===== src/link_feedback_stats_reward_assert.svh =====
// ----------------------------------------------------------------------------
// link feedback stats reward assertion macros
// shared property forms for the block's checks
// ----------------------------------------------------------------------------
`ifndef LINK_FEEDBACK_STATS_REWARD_ASSERT_SVH
`define LINK_FEEDBACK_STATS_REWARD_ASSERT_SVH

// same-cycle implication
`define LFSR_ASSERT_IMP(lbl, ante, cons, msg) \
	lbl: assert property (@(posedge clk) disable iff (!arst_n) (ante) |-> (cons)) else $error(msg);

// next-cycle implication
`define LFSR_ASSERT_NXT(lbl, ante, cons, msg) \
	lbl: assert property (@(posedge clk) disable iff (!arst_n) (ante) |=> (cons)) else $error(msg);

`endif


===== src/lfsr_pkg.sv =====
// ----------------------------------------------------------------------------
// lfsr_pkg
// constants, widths and the reward curve table of the feedback stats block
// ----------------------------------------------------------------------------
`timescale 1ns / 1ps

package lfsr_pkg;

	localparam int SNR_WINDOW_DEF = 30;
	localparam int ACK_WINDOW_DEF = 60;
	localparam int EFF_BITS_DEF   = 10;

	localparam int S2_W  = 37;
	localparam int X_W   = 46;
	localparam int DVD_W = 32;
	localparam int DVS_W = 18;
	localparam int CURVE_STEPS = 32;
	localparam int ROM_W = 12;

	localparam logic [10:0] EFF_FLOOR_RST   = 11'd51;
	localparam logic [11:0] FLOOR_REWARD_RST = 12'hE80;

	localparam logic [7:0] REG_EFF_FLOOR    = 8'd0;
	localparam logic [7:0] REG_FLOOR_REWARD = 8'd1;

	function automatic logic [ROM_W-1:0] curve_rom(input logic [5:0] idx);
		logic [ROM_W-1:0] v;
		case (idx)
			6'd5, 6'd6, 6'd7: v = 12'd1;
			6'd8:  v = 12'd2;
			6'd9:  v = 12'd3;
			6'd10: v = 12'd4;
			6'd11: v = 12'd6;
			6'd12: v = 12'd9;
			6'd13: v = 12'd12;
			6'd14: v = 12'd18;
			6'd15: v = 12'd26;
			6'd16: v = 12'd38;
			6'd17: v = 12'd55;
			6'd18: v = 12'd79;
			6'd19: v = 12'd113;
			6'd20: v = 12'd161;
			6'd21: v = 12'd228;
			6'd22: v = 12'd319;
			6'd23: v = 12'd439;
			6'd24: v = 12'd593;
			6'd25: v = 12'd780;
			6'd26: v = 12'd997;
			6'd27: v = 12'd1232;
			6'd28: v = 12'd1471;
			6'd29: v = 12'd1696;
			6'd30: v = 12'd1896;
			6'd31: v = 12'd2064;
			6'd32: v = 12'd2197;
			default: v = 12'd0;
		endcase
		return v;
	endfunction

endpackage


===== src/link_feedback_stats_reward.sv =====
// ----------------------------------------------------------------------------
// link_feedback_stats_reward
// transmit feedback statistics: counters, snr window mean and deviation,
// ack ratio and rate reward
// ----------------------------------------------------------------------------
// One feedback request gives one result. With no rate selected the result is
// offered at the edge that takes the request. Otherwise the update state
// updates the windows, the walk state steps through the filled snr window
// memory through one read port, the ST_MULA, ST_MULB and ST_VAR states set up
// the variance, a 2-bit-per-cycle square root runs, up to four divides run on
// one shared 1-bit-per-cycle divider and the ST_REW state forms the reward.
// The block takes no request until the result is taken. Configuration writes
// are always accepted.
`timescale 1ns / 1ps
`include "link_feedback_stats_reward_assert.svh"

module link_feedback_stats_reward
	import lfsr_pkg::*;
#(
	parameter int SNR_WINDOW = SNR_WINDOW_DEF,
	parameter int ACK_WINDOW = ACK_WINDOW_DEF,
	parameter int EFF_BITS   = EFF_BITS_DEF
) (
	input  logic         clk,
	input  logic         arst_n,
	input  logic         s_axis_tvalid,
	output logic         s_axis_tready,
	input  logic [55:0]  s_axis_tdata,  // success, snr_db, selected_rate, best_rate, pad
	input  logic         s_axis_tuser,  // snr_valid
	output logic         m_axis_tvalid,
	input  logic         m_axis_tready,
	output logic [191:0] m_axis_tdata,  // reward, mean_snr, std_snr, ack share,
	                                    // success_count, failure_count,
	                                    // success_run, failure_run, pad
	output logic         m_axis_tuser,  // stats_updated
	input  logic         cfg_valid,
	output logic         cfg_ready,
	input  logic [7:0]   cfg_index,
	input  logic [11:0]  cfg_data
);

	localparam int SF_W  = $clog2(SNR_WINDOW + 1);
	localparam int SH_W  = $clog2(SNR_WINDOW);
	localparam int AF_W  = $clog2(ACK_WINDOW + 1);
	localparam int AH_W  = $clog2(ACK_WINDOW);
	localparam int SUM_W = 17 + $clog2(SNR_WINDOW);
	localparam int EFF_W = EFF_BITS + 1;
	localparam int FB    = EFF_BITS - 5;
	localparam int IP_W  = ROM_W + FB + 1;
	localparam int DC_W  = $clog2(DVD_W);

	typedef enum logic [3:0] {
		ST_IDLE, ST_UPD, ST_WALK, ST_MULA, ST_MULB, ST_VAR, ST_SQRT, ST_DIV, ST_REW, ST_OUT
	} state_t;

	typedef enum logic [1:0] {JOB_MEAN, JOB_STD, JOB_RATIO, JOB_EFF} job_t;

	state_t state_q;
	job_t   job_q;

	logic [10:0] eff_floor_q;
	logic [11:0] floor_reward_q;

	logic               success_q;
	logic [15:0]        sel_q, best_q;
	logic signed [15:0] last_snr_q;

	logic signed [15:0] snr_mem [SNR_WINDOW];
	logic               ack_mem [ACK_WINDOW];
	logic signed [15:0] snr_rd_q;
	logic               ack_rd_q;
	logic [SH_W-1:0]    snr_raddr;

	logic [SF_W-1:0]         snr_fill_q, walk_q;
	logic [SH_W-1:0]         snr_head_q;
	logic signed [SUM_W-1:0] snr_sum_q;
	logic [AF_W-1:0]         ack_fill_q, ack_ones_q;
	logic [AH_W-1:0]         ack_head_q;

	logic [31:0] succ_q, fail_q, srun_q, frun_q;

	logic              v_s1, v_s2;
	logic [31:0]       sq_s2;
	logic [S2_W-1:0]   s2_q;
	logic [X_W-1:0]    prod_a_q, prod_b_q;
	logic [X_W-1:0]    x_q, res_q, bit_q;
	logic [X_W:0]      diff;
	logic [X_W-1:0]    sq_try;

	logic [DVD_W-1:0]  dvd_q;
	logic [DVS_W-1:0]  dvs_q;
	logic [DVS_W-1:0]  rem_q;
	logic [DC_W-1:0]   div_cnt_q;
	logic [DVS_W:0]    div_sh;
	logic              div_ge;
	logic [DVD_W-1:0]  quot;
	logic [DVD_W-1:0]  ld_dvd;
	logic [DVS_W-1:0]  ld_dvs;
	job_t              ld_job;

	logic [SUM_W-1:0]   sum_mag;
	logic [2*SUM_W-1:0] sum_sq;
	logic [EFF_W-1:0]  eff_q;
	logic [5:0]        c_idx;
	logic [FB-1:0]     c_frac;
	logic [ROM_W-1:0]  c_lo, c_d;
	logic [IP_W-1:0]   c_ip;
	logic [ROM_W-1:0]  c_val;
	logic [12:0]       rew_val;

	logic signed [15:0] held_mean_q;
	logic [15:0]        held_std_q, held_ratio_q;
	logic [12:0]        held_reward_q;
	logic               updated_q, out_valid_q;
	logic [15:0]        in_snr, in_sel, in_best;
	logic               issue;

	assign in_snr  = s_axis_tdata[16:1];
	assign in_sel  = s_axis_tdata[32:17];
	assign in_best = s_axis_tdata[48:33];

	assign s_axis_tready = (state_q == ST_IDLE);
	assign cfg_ready     = 1'b1;
	assign m_axis_tvalid = out_valid_q;
	assign m_axis_tuser  = updated_q;
	assign m_axis_tdata  = {3'b000, frun_q, srun_q, fail_q, succ_q, held_ratio_q, held_std_q,
		held_mean_q, held_reward_q};

	// configuration registers
	always_ff @(posedge clk or negedge arst_n) begin
		if (!arst_n) begin
			eff_floor_q    <= EFF_FLOOR_RST;
			floor_reward_q <= FLOOR_REWARD_RST;
		end else if (cfg_valid) begin
			unique case (cfg_index)
				REG_EFF_FLOOR:    eff_floor_q    <= cfg_data[10:0];
				REG_FLOOR_REWARD: floor_reward_q <= cfg_data;
				default: ;
			endcase
		end
	end

	// window memories
	assign issue     = (state_q == ST_WALK) && (walk_q < snr_fill_q);
	assign snr_raddr = (state_q == ST_WALK) ? walk_q[SH_W-1:0] : snr_head_q;

	always_ff @(posedge clk) begin
		if (state_q == ST_UPD) begin
			snr_mem[snr_head_q] <= last_snr_q;
			ack_mem[ack_head_q] <= success_q;
		end
		snr_rd_q <= snr_mem[snr_raddr];
		ack_rd_q <= ack_mem[ack_head_q];
	end

	// square root step
	assign diff   = {1'b0, prod_a_q} - {1'b0, prod_b_q};
	assign sq_try = res_q + bit_q;

	// divider step
	assign div_sh = {rem_q, dvd_q[DVD_W-1]};
	assign div_ge = div_sh >= {1'b0, dvs_q};
	assign quot   = {dvd_q[DVD_W-2:0], div_ge};

	assign sum_mag = snr_sum_q[SUM_W-1] ? SUM_W'(-snr_sum_q) : SUM_W'(snr_sum_q);
	assign sum_sq  = sum_mag * sum_mag;

	// next divide job
	always_comb begin
		ld_job = JOB_MEAN;
		ld_dvd = '0;
		ld_dvs = '0;
		case (state_q)
			ST_SQRT: begin
				ld_job = JOB_MEAN;
				ld_dvd = DVD_W'({sum_mag, 1'b0}) + DVD_W'(snr_fill_q);
				ld_dvs = DVS_W'({snr_fill_q, 1'b0});
			end
			default: begin
				case (job_q)
					JOB_MEAN: begin
						ld_job = JOB_STD;
						ld_dvd = DVD_W'(res_q) + DVD_W'(snr_fill_q);
						ld_dvs = DVS_W'({snr_fill_q, 1'b0});
					end
					default: begin
						ld_job = (job_q == JOB_STD) ? JOB_RATIO : JOB_EFF;
						if (job_q == JOB_STD) begin
							ld_dvd = DVD_W'({ack_ones_q, 16'h0000}) + DVD_W'(ack_fill_q);
							ld_dvs = DVS_W'({ack_fill_q, 1'b0});
						end else if (best_q > sel_q) begin
							ld_dvd = DVD_W'({sel_q, {(EFF_BITS + 1){1'b0}}}) + DVD_W'(best_q);
							ld_dvs = DVS_W'({best_q, 1'b0});
						end else begin
							ld_dvd = DVD_W'({sel_q, {(EFF_BITS + 1){1'b0}}}) + DVD_W'(sel_q);
							ld_dvs = DVS_W'({sel_q, 1'b0});
						end
					end
				endcase
			end
		endcase
	end

	// reward curve
	always_comb begin
		c_idx  = 6'(eff_q >> FB);
		c_frac = eff_q[FB-1:0];
		c_lo   = curve_rom(c_idx);
		c_d    = curve_rom(c_idx + 6'd1) - c_lo;
		c_ip   = IP_W'(c_d) * IP_W'(c_frac) + IP_W'(1 << (FB - 1));
		if (c_idx >= 6'(CURVE_STEPS)) begin
			c_val = curve_rom(6'(CURVE_STEPS));
		end else begin
			c_val = c_lo + ROM_W'(c_ip >> FB);
		end
		if (16'(eff_q) < 16'(eff_floor_q)) begin
			rew_val = {floor_reward_q[11], floor_reward_q};
		end else begin
			rew_val = 13'(c_val);
		end
	end

	// sequencer
	always_ff @(posedge clk or negedge arst_n) begin
		if (!arst_n) begin
			state_q       <= ST_IDLE;
			job_q         <= JOB_MEAN;
			last_snr_q    <= '0;
			snr_fill_q    <= '0;
			snr_head_q    <= '0;
			snr_sum_q     <= '0;
			ack_fill_q    <= '0;
			ack_head_q    <= '0;
			ack_ones_q    <= '0;
			succ_q        <= '0;
			fail_q        <= '0;
			srun_q        <= '0;
			frun_q        <= '0;
			held_mean_q   <= '0;
			held_std_q    <= '0;
			held_ratio_q  <= '0;
			held_reward_q <= '0;
			updated_q     <= 1'b0;
			out_valid_q   <= 1'b0;
			v_s1          <= 1'b0;
			v_s2          <= 1'b0;
			walk_q        <= '0;
			div_cnt_q     <= '0;
		end else begin
			unique case (state_q)
				ST_IDLE: begin
					if (s_axis_tvalid) begin
						success_q <= s_axis_tdata[0];
						sel_q     <= in_sel;
						best_q    <= in_best;
						if (s_axis_tuser) begin
							last_snr_q <= in_snr;
						end
						if (in_sel == 16'h0000) begin
							updated_q   <= 1'b0;
							out_valid_q <= 1'b1;
							state_q     <= ST_OUT;
						end else begin
							if (s_axis_tdata[0]) begin
								succ_q <= (succ_q == '1) ? succ_q : succ_q + 32'd1;
								srun_q <= (srun_q == '1) ? srun_q : srun_q + 32'd1;
								frun_q <= '0;
							end else begin
								fail_q <= (fail_q == '1) ? fail_q : fail_q + 32'd1;
								frun_q <= (frun_q == '1) ? frun_q : frun_q + 32'd1;
								srun_q <= '0;
							end
							state_q <= ST_UPD;
						end
					end
				end
				ST_UPD: begin
					if (snr_fill_q == SF_W'(SNR_WINDOW)) begin
						snr_sum_q <= snr_sum_q - SUM_W'(snr_rd_q) + SUM_W'(last_snr_q);
					end else begin
						snr_sum_q  <= snr_sum_q + SUM_W'(last_snr_q);
						snr_fill_q <= snr_fill_q + SF_W'(1);
					end
					snr_head_q <= (snr_head_q == SH_W'(SNR_WINDOW - 1)) ? '0 :
						snr_head_q + SH_W'(1);
					if (ack_fill_q == AF_W'(ACK_WINDOW)) begin
						ack_ones_q <= ack_ones_q - AF_W'(ack_rd_q) + AF_W'(success_q);
					end else begin
						ack_ones_q <= ack_ones_q + AF_W'(success_q);
						ack_fill_q <= ack_fill_q + AF_W'(1);
					end
					ack_head_q <= (ack_head_q == AH_W'(ACK_WINDOW - 1)) ? '0 :
						ack_head_q + AH_W'(1);
					walk_q  <= '0;
					s2_q    <= '0;
					v_s1    <= 1'b0;
					v_s2    <= 1'b0;
					state_q <= ST_WALK;
				end
				ST_WALK: begin
					v_s1 <= issue;
					v_s2 <= v_s1;
					if (issue) begin
						walk_q <= walk_q + SF_W'(1);
					end
					sq_s2 <= 32'(snr_rd_q) * 32'(snr_rd_q);
					if (v_s2) begin
						s2_q <= s2_q + S2_W'(sq_s2);
					end
					if (!issue && !v_s1 && !v_s2) begin
						state_q <= ST_MULA;
					end
				end
				ST_MULA: begin
					prod_a_q <= X_W'(s2_q) * X_W'(snr_fill_q);
					state_q  <= ST_MULB;
				end
				ST_MULB: begin
					prod_b_q <= X_W'(sum_sq);
					state_q  <= ST_VAR;
				end
				ST_VAR: begin
					x_q     <= diff[X_W] ? '0 : {diff[X_W-3:0], 2'b00};
					res_q   <= '0;
					bit_q   <= X_W'(1) << (X_W - 2);
					state_q <= ST_SQRT;
				end
				ST_SQRT: begin
					if (x_q >= sq_try) begin
						x_q   <= x_q - sq_try;
						res_q <= (res_q >> 1) + bit_q;
					end else begin
						res_q <= res_q >> 1;
					end
					bit_q <= bit_q >> 2;
					if (bit_q[0]) begin
						job_q     <= ld_job;
						dvd_q     <= ld_dvd;
						dvs_q     <= ld_dvs;
						rem_q     <= '0;
						div_cnt_q <= '0;
						state_q   <= ST_DIV;
					end
				end
				ST_DIV: begin
					rem_q     <= div_ge ? DVS_W'(div_sh - {1'b0, dvs_q}) : div_sh[DVS_W-1:0];
					dvd_q     <= quot;
					div_cnt_q <= div_cnt_q + DC_W'(1);
					if (div_cnt_q == DC_W'(DVD_W - 1)) begin
						case (job_q)
							JOB_MEAN: held_mean_q <= snr_sum_q[SUM_W-1] ? 16'(-quot) : 16'(quot);
							JOB_STD: held_std_q <= quot[15:0];
							JOB_RATIO: held_ratio_q <= quot[15:0];
							default: eff_q <= quot[EFF_W-1:0];
						endcase
						if (job_q == JOB_EFF || (job_q == JOB_RATIO && !success_q)) begin
							if (job_q == JOB_RATIO) begin
								eff_q <= '0;
							end
							state_q <= ST_REW;
						end else begin
							job_q     <= ld_job;
							dvd_q     <= ld_dvd;
							dvs_q     <= ld_dvs;
							rem_q     <= '0;
							div_cnt_q <= '0;
						end
					end
				end
				ST_REW: begin
					held_reward_q <= rew_val;
					updated_q     <= 1'b1;
					out_valid_q   <= 1'b1;
					state_q       <= ST_OUT;
				end
				ST_OUT: begin
					if (m_axis_tready) begin
						out_valid_q <= 1'b0;
						state_q     <= ST_IDLE;
					end
				end
				default: state_q <= ST_IDLE;
			endcase
		end
	end

	`LFSR_ASSERT_IMP(a_ready_no_out, s_axis_tready, !m_axis_tvalid, "request taken while result pending")
	`LFSR_ASSERT_IMP(a_snr_fill, 1'b1, snr_fill_q <= SF_W'(SNR_WINDOW), "snr fill beyond window")
	`LFSR_ASSERT_IMP(a_ack_ones, 1'b1, ack_ones_q <= ack_fill_q, "ack ones beyond fill")
	`LFSR_ASSERT_NXT(a_no_rate, s_axis_tvalid && s_axis_tready && in_sel == 16'h0000, m_axis_tvalid && !m_axis_tuser, "no-rate request not answered at once")

endmodule

===== config.mk =====
export PLATFORM = sky130hd
export DESIGN_NAME = link_feedback_stats_reward
export DESIGN_NICKNAME = d
export VERILOG_FILES = /design/src/lfsr_pkg.sv /design/src/link_feedback_stats_reward.sv
export VERILOG_INCLUDE_DIRS = /design/src /design/src/src
export SDC_FILE = /design/constraint.sdc
export NUM_CORES = 2
export LEC_CHECK = 0
export BUFFER_PORTS_ARGS = -buffer_cell sky130_fd_sc_hd__buf_4
export CAP_MARGIN = 20
export CORE_UTILIZATION = 25
export DETAILED_ROUTE_END_ITERATION = 8
export PLACE_DENSITY = 0.46
export SLEW_MARGIN = 25
export SYNTH_ARGS = -nofsm -noshare
export SYNTH_HDL_FRONTEND = slang
export SYNTH_SLANG_ARGS = --single-unit

===== constraint.sdc =====
create_clock -name clk -period 15.6 [get_ports clk]
set_clock_uncertainty 0.1 [all_clocks]
set_input_delay 3.12 -clock clk [delete_from_list [all_inputs] [get_ports clk]]
set_output_delay 3.12 -clock clk [all_outputs]
set_load 0.005 [all_outputs]

Word level (Yosys, flattened, before mapping)
Memories as Yosys holds them, arrays and structs flattened. A register that Yosys moved wholly into a read port is not among the register bits.
Index checks and enable logic that the tools add are counted.
- flip-flop bits (word level): 703
- RAM bits: 540
- ROM bits: 1536
- bits of input ports: 82
- output and inout bits: 196
- word-level logic and storage cells: 252
- memories: 4
- memory list (name ; words ; width ; read ports ; clocked after Yosys merged registers in ; wr ports ; RTL line ; RTL):
    (name not given) ; 64 ; 12 ; 1 ; 1 ; 0 ; lfsr_pkg.sv:28 ; case (idx)
    (name not given) ; 64 ; 12 ; 1 ; 0 ; 0 ; lfsr_pkg.sv:28 ;
    snr_mem ; 30 ; 16 ; 1 ; 1 ; 1 ; link_feedback_stats_reward.sv:68 ; logic signed [15:0] snr_mem [SNR_WINDOW];
    ack_mem ; 60 ; 1 ; 1 ; 1 ; 1 ; link_feedback_stats_reward.sv:69 ; logic ack_mem [ACK_WINDOW];
- $add $sub $neg: 33
- multipliers: 4
- magnitude comparators: 6
- eq/ne operators: 35
- mux-type cells: 78
- bitwise logic cells: 6
- reductions and logical operators: 47
- operators by type and width (cell ; number):
    $mux W32 ; 9
    $pmux W46 S2 ; 3
    $mux W46 ; 3
    $add A32 B1 Y32 const B ; 4
    $eq A32 B32 Y1 const B ; 4
    $mux W18 ; 7
    $pmux W37 S2 ; 1
    $pmux W18 S2 ; 2
    $mux W17 ; 4
    $pmux W32 S2 ; 1
    $add A27 B16 Y28 ; 2
    $mux W28 ; 2
    $add A45 B46 Y46 ; 1
    $add A46 B46 Y46 ; 1
    $ge A46 B46 Y1 ; 1
    $sub A46 B46 Y46 ; 1
    $sub A42 B44 Y45 ; 1
    $add A22 B16 Y22 ; 2
    $mul A22 B22 Y44 ; 1
    $mux W22 ; 2
    $mul A37 B5 Y42 ; 1
    $pmux W4 S10 ; 1
    $add A37 B32 Y37 ; 1
    $mux W37 ; 1
    other kinds (61) ; 153

Depth between registers and ports, before layout
- depth after elaboration: 8
- gate-level depth with buffers: 43
- mapped depth without buffers: 42

Worst setup path after synthesis
No wires, ideal clock.
- path kind: input -> register
- start: input port arst_n
- end: register x_q[0], enable pin
- setup time: 0.520 ns
- arrival time: 9.663 ns
- data required time: 14.980 ns
- slack: 5.318 ns
- stages: 3
- buffers on the path: 0
- path through: nand2_1 > nor2_1 > a21boi_0
- longest elaborated chain between the ends: 1
- ends and longest elaborated chain (element ; RTL line ; RTL):
    start, declared ; link_feedback_stats_reward.sv:25 ; input logic arst_n,
    $reduce_and A3 Y1 (no source line) ; n/a ;
    end signal, assigned ; link_feedback_stats_reward.sv:323 ; x_q <= diff[X_W] ? '0 : {diff[X_W-3:0], 2'b00};
    end signal, assigned ; link_feedback_stats_reward.sv:330 ; x_q <= x_q - sq_try;
    end, declared ; link_feedback_stats_reward.sv:86 ; logic [X_W-1:0] x_q, res_q, bit_q;
Every way passes these cells.
A chain may end at the register's enable or synchronous reset.

Worst setup path after layout
- start: register snr_sum_q[0]
- end: register prod_b_q[43] (data pin)
- longest elaborated chain between the ends: 3
- ends and longest elaborated chain (element ; RTL line ; RTL):
    start, declared ; link_feedback_stats_reward.sv:76 ; logic signed [SUM_W-1:0] snr_sum_q;
    start signal, assigned ; link_feedback_stats_reward.sv:279 ; snr_sum_q <= snr_sum_q - SUM_W'(snr_rd_q) + SUM_W'(last_snr_q);
    start signal, assigned ; link_feedback_stats_reward.sv:281 ; snr_sum_q <= snr_sum_q + SUM_W'(last_snr_q);
    $neg A22 Y22 ; link_feedback_stats_reward.sv:165 ; assign sum_mag = snr_sum_q[SUM_W-1] ? SUM_W'(-snr_sum_q) : SUM_W'(snr_sum_q);
    $mux W22 * ; link_feedback_stats_reward.sv:165 ;
    $mul A22 B22 Y44 * ; link_feedback_stats_reward.sv:166 ; assign sum_sq = sum_mag * sum_mag;
    via sum_sq[43] ; link_feedback_stats_reward.sv:102 ; logic [2*SUM_W-1:0] sum_sq;
    end signal, assigned ; link_feedback_stats_reward.sv:319 ; prod_b_q <= X_W'(sum_sq);
    end, declared ; link_feedback_stats_reward.sv:85 ; logic [X_W-1:0] prod_a_q, prod_b_q;
Mark *: on every way through the listed nets, which the timed path passes. The rest lies on a longest branch.

==> impl_metrics.yaml <==
run_status:
  run_status: "completed"
min_path:
  hp-start: "ack_ones_q[5]"
  hold_depth: 1
  hp-class: "register to register"
clock_tree:
  path_clk_slew_ns: 0.06
  cts_hold_buf: 0
  cts_buffers: 155
  cts_resized: 0
  clk-insertion-delay-late_ns: 0.87
  cts_root_buffer: "clkbuf_16"
  clock_sinks: 1245
  h-tree-depth: 4
  clk_path_buf_depth: 4
  post_cts_buffers: 0
  cts_tree: "built"
yosys:
  ys_seq_elements: 1245
  synth.area.top_cells: "edfxtp_1, fa_1, ha_1"
  synth_edf_count: 918
  ys_seq_area_frac: 0.372
  syn_area_sq_mm: 0.0957
  yosysTopAreaCell: "edfxtp_1"
  syn_area_per_cell_sq_um: 10.6
  ys_types: 98
  synth_ff_type: "edfxtp_1"
  syn_inst: 9048
  synth_top_area_frac: 0.288
  synthArstFlopShare: 0.239
  yosysWarnings: 0
grt:
  antenna_found_initial: 5
  grt_pass1_wl_microns: 418000
  grt_pass1_vias: 69800
  grt.total_usage: 0.139
  gr-total-overflow: 0
  grt_max_degree: 98
floorplanning:
  die_y_microns: 621
  design.die.area_sq_mm: 0.385
  fp-row-count: 226
  ioPinCount: 278
  die_w_microns: 621
  core_region_area_sq_mm: 0.380
  initial_core_util: 0.252
final_layout:
  mostFrequentLayoutCells: "inv_1, edfxtp_1, nand2_1"
  syn_to_final_growth_pct: 14.3
  nets: 10800
  layout-drive-gt1-share: 0.104
  fillCellCount: 39500
  final_util: 0.288
  mostFrequentLayoutCell: "inv_1"
flow_run:
  maxCapViolCount: 0
routing:
  routedWlPerCell_microns: 18.8
  dr_total_vias: 66900
  wl_microns: 272000
  drc: 0
  ant_nets: 0
  drtIter0Drc: 4104
  dr.pass1.iters: 6
  via_per_inst: 4.63
critical_path:
  worst-endpoint-arrival_ns: 11.85
  worstPathMaxFanout: 19
  cp-start-kind: "register"
  cpPeakStageDelay_ns: 0.94
  reg2reg_depth: 30
  endpoint_kind: "register"
  critPathLaunch: "snr_sum_q[0]"
  critPathKind: "register to register"
  required_ns: 16.06
  cpMostUsedCell: "fa_1"
  crit_path_top_delay_cell: "clkinv_1"
  crit_end: "prod_b_q[43]"
  ff2ff_setup_slack_ns: 4.21
  r2r_end: "prod_b_q[43]"
  timing.rr.start: "snr_sum_q[0]"
place:
  dp_hpwl_microns: 199000
  place.gp.congestion: 0.843
  io_buffers: 266
sta:
  min_period_over_period: 0.730
  slew_violations: 0
  fmax_ghz: 0.0878
  finalSetupViolCount: 0
  rsz0062_at_grt: "false"
  finalHoldViolCount: 0
  finalCriticalPeriod_ns: 11.39
  slew_headroom: 0.269
  tightest_slew_ns: 1.10
  finalSetupTns_ns: 0
## critical path, delay by kind of cell, from the launching register on
kind / cells / cell delay (ns)
xor+xnor: 2 / 0.25
fa+ha+maj: 9 / 4.50
simple gates: 4 / 0.76
flops: 1 / 0.86
buf+inv: 6 / 2.02
compound gates: 9 / 2.59
## cell families after synthesis
| logic type | after synthesis | synth area share |
|---|---|---|
| other | 2 | 0.0000785 |
| buffers and inverters | 1491 | 0.0594 |
| muxes | 263 | 0.0466 |
| adders and majority gates | 1411 | 0.243 |
| DFF | 1245 | 0.372 |
| xor gates and xnor gates | 605 | 0.0556 |
| and+or+nand+nor | 2504 | 0.122 |
| AOI/OAI and AO/OA | 1527 | 0.101 |
## stage by stage
| step | area (sq um) | cells | hold slack (ns) | setup WS (ns) |
|---|---|---|---|---|
| floorplan | 95800 | 9069 | 0.345 | 5.32 |
| global placement | 104000 | 14200 | 0.365 | 4.23 |
| detailed placement | 104000 | 14200 | 0.371 | 4.26 |
| CTS | 109000 | 14500 | 0.379 | 4.16 |
| global route | 109000 | 14500 | 0.401 | 3.68 |
| finish | 109000 | 14500 | 0.375 | 4.21 |
## sequential cells by signal, indices dropped and copies added, names as in the netlist, 31 cells and up
| name | flops |
|---|---|
| dvd_q | 32 |
| frun_q | 32 |
| x_q | 46 |
| prod_a_q | 42 |
| ack_mem | 60 |
| srun_q | 32 |
| succ_q | 32 |
| fail_q | 32 |
| sq_s2 | 31 |
| snr_mem | 480 |
| s2_q | 37 |
| res_q | 46 |
| prod_b_q | 43 |
## layout make-up
type                            instances  area, sq um  share of cell area
Antenna cell                            3         7.51           0.0000686
Tap cell                             5016         6280              0.0574
Multi-Input combinational cell       6333        54700               0.500
Timing Repair Buffer                  416         3170              0.0289
Clock buffer                          201         4240              0.0387
Sequential cell                      1245        35600               0.326
Clock inverter                         83         1030             0.00946
Inverter                             1165         4370              0.0400
## synth_stat cells, types with 25 or more instances
cell and n:
inv_1 1156, edfxtp_1 918, nand2_1 844, fa_1 750, nor2_1 695, ha_1 661, a21oi_1 429, o21ai_0 364
xnor2_1 364, dfrtp_1 290, clkbuf_1 269, xor2_1 238, and2_1 214, nand3_1 177, a21o_1 165, mux4_2 137
nand4_1 100, mux2_2 90, nor3_1 85, and3_1 83, a31oi_1 75, nor2b_1 70, nand2b_1 65, o21a_1 57
o22ai_1 53, a211oi_1 50, or3_1 47, o31ai_1 45, o21bai_1 44, mux2i_1 36, o211ai_1 33, dfxtp_1 29
buf_2 27, nor4_1 27, and4_1 25
## worst min path at each step
stage,end,slack (ns)
floorplan,ack_ones_q[5],0.35
global placement,held_std_q[0],0.37
detailed placement,ack_ones_q[5],0.37
CTS,ack_ones_q[5],0.38
global route,ack_ones_q[5],0.40
finish,ack_ones_q[5],0.38
## routing by layer
metal  global-route usage  up-vias  part of all wire
li1                     -    31500                 -
met1                0.187    33700              0.45
met2                0.237     1367              0.48
met3               0.0172      312             0.043
met4               0.0364        0             0.026
met5                    0        -                 0
Power is not shown: default switching activity piles up to over one toggle a cycle in this logic, so the estimate is an artifact.
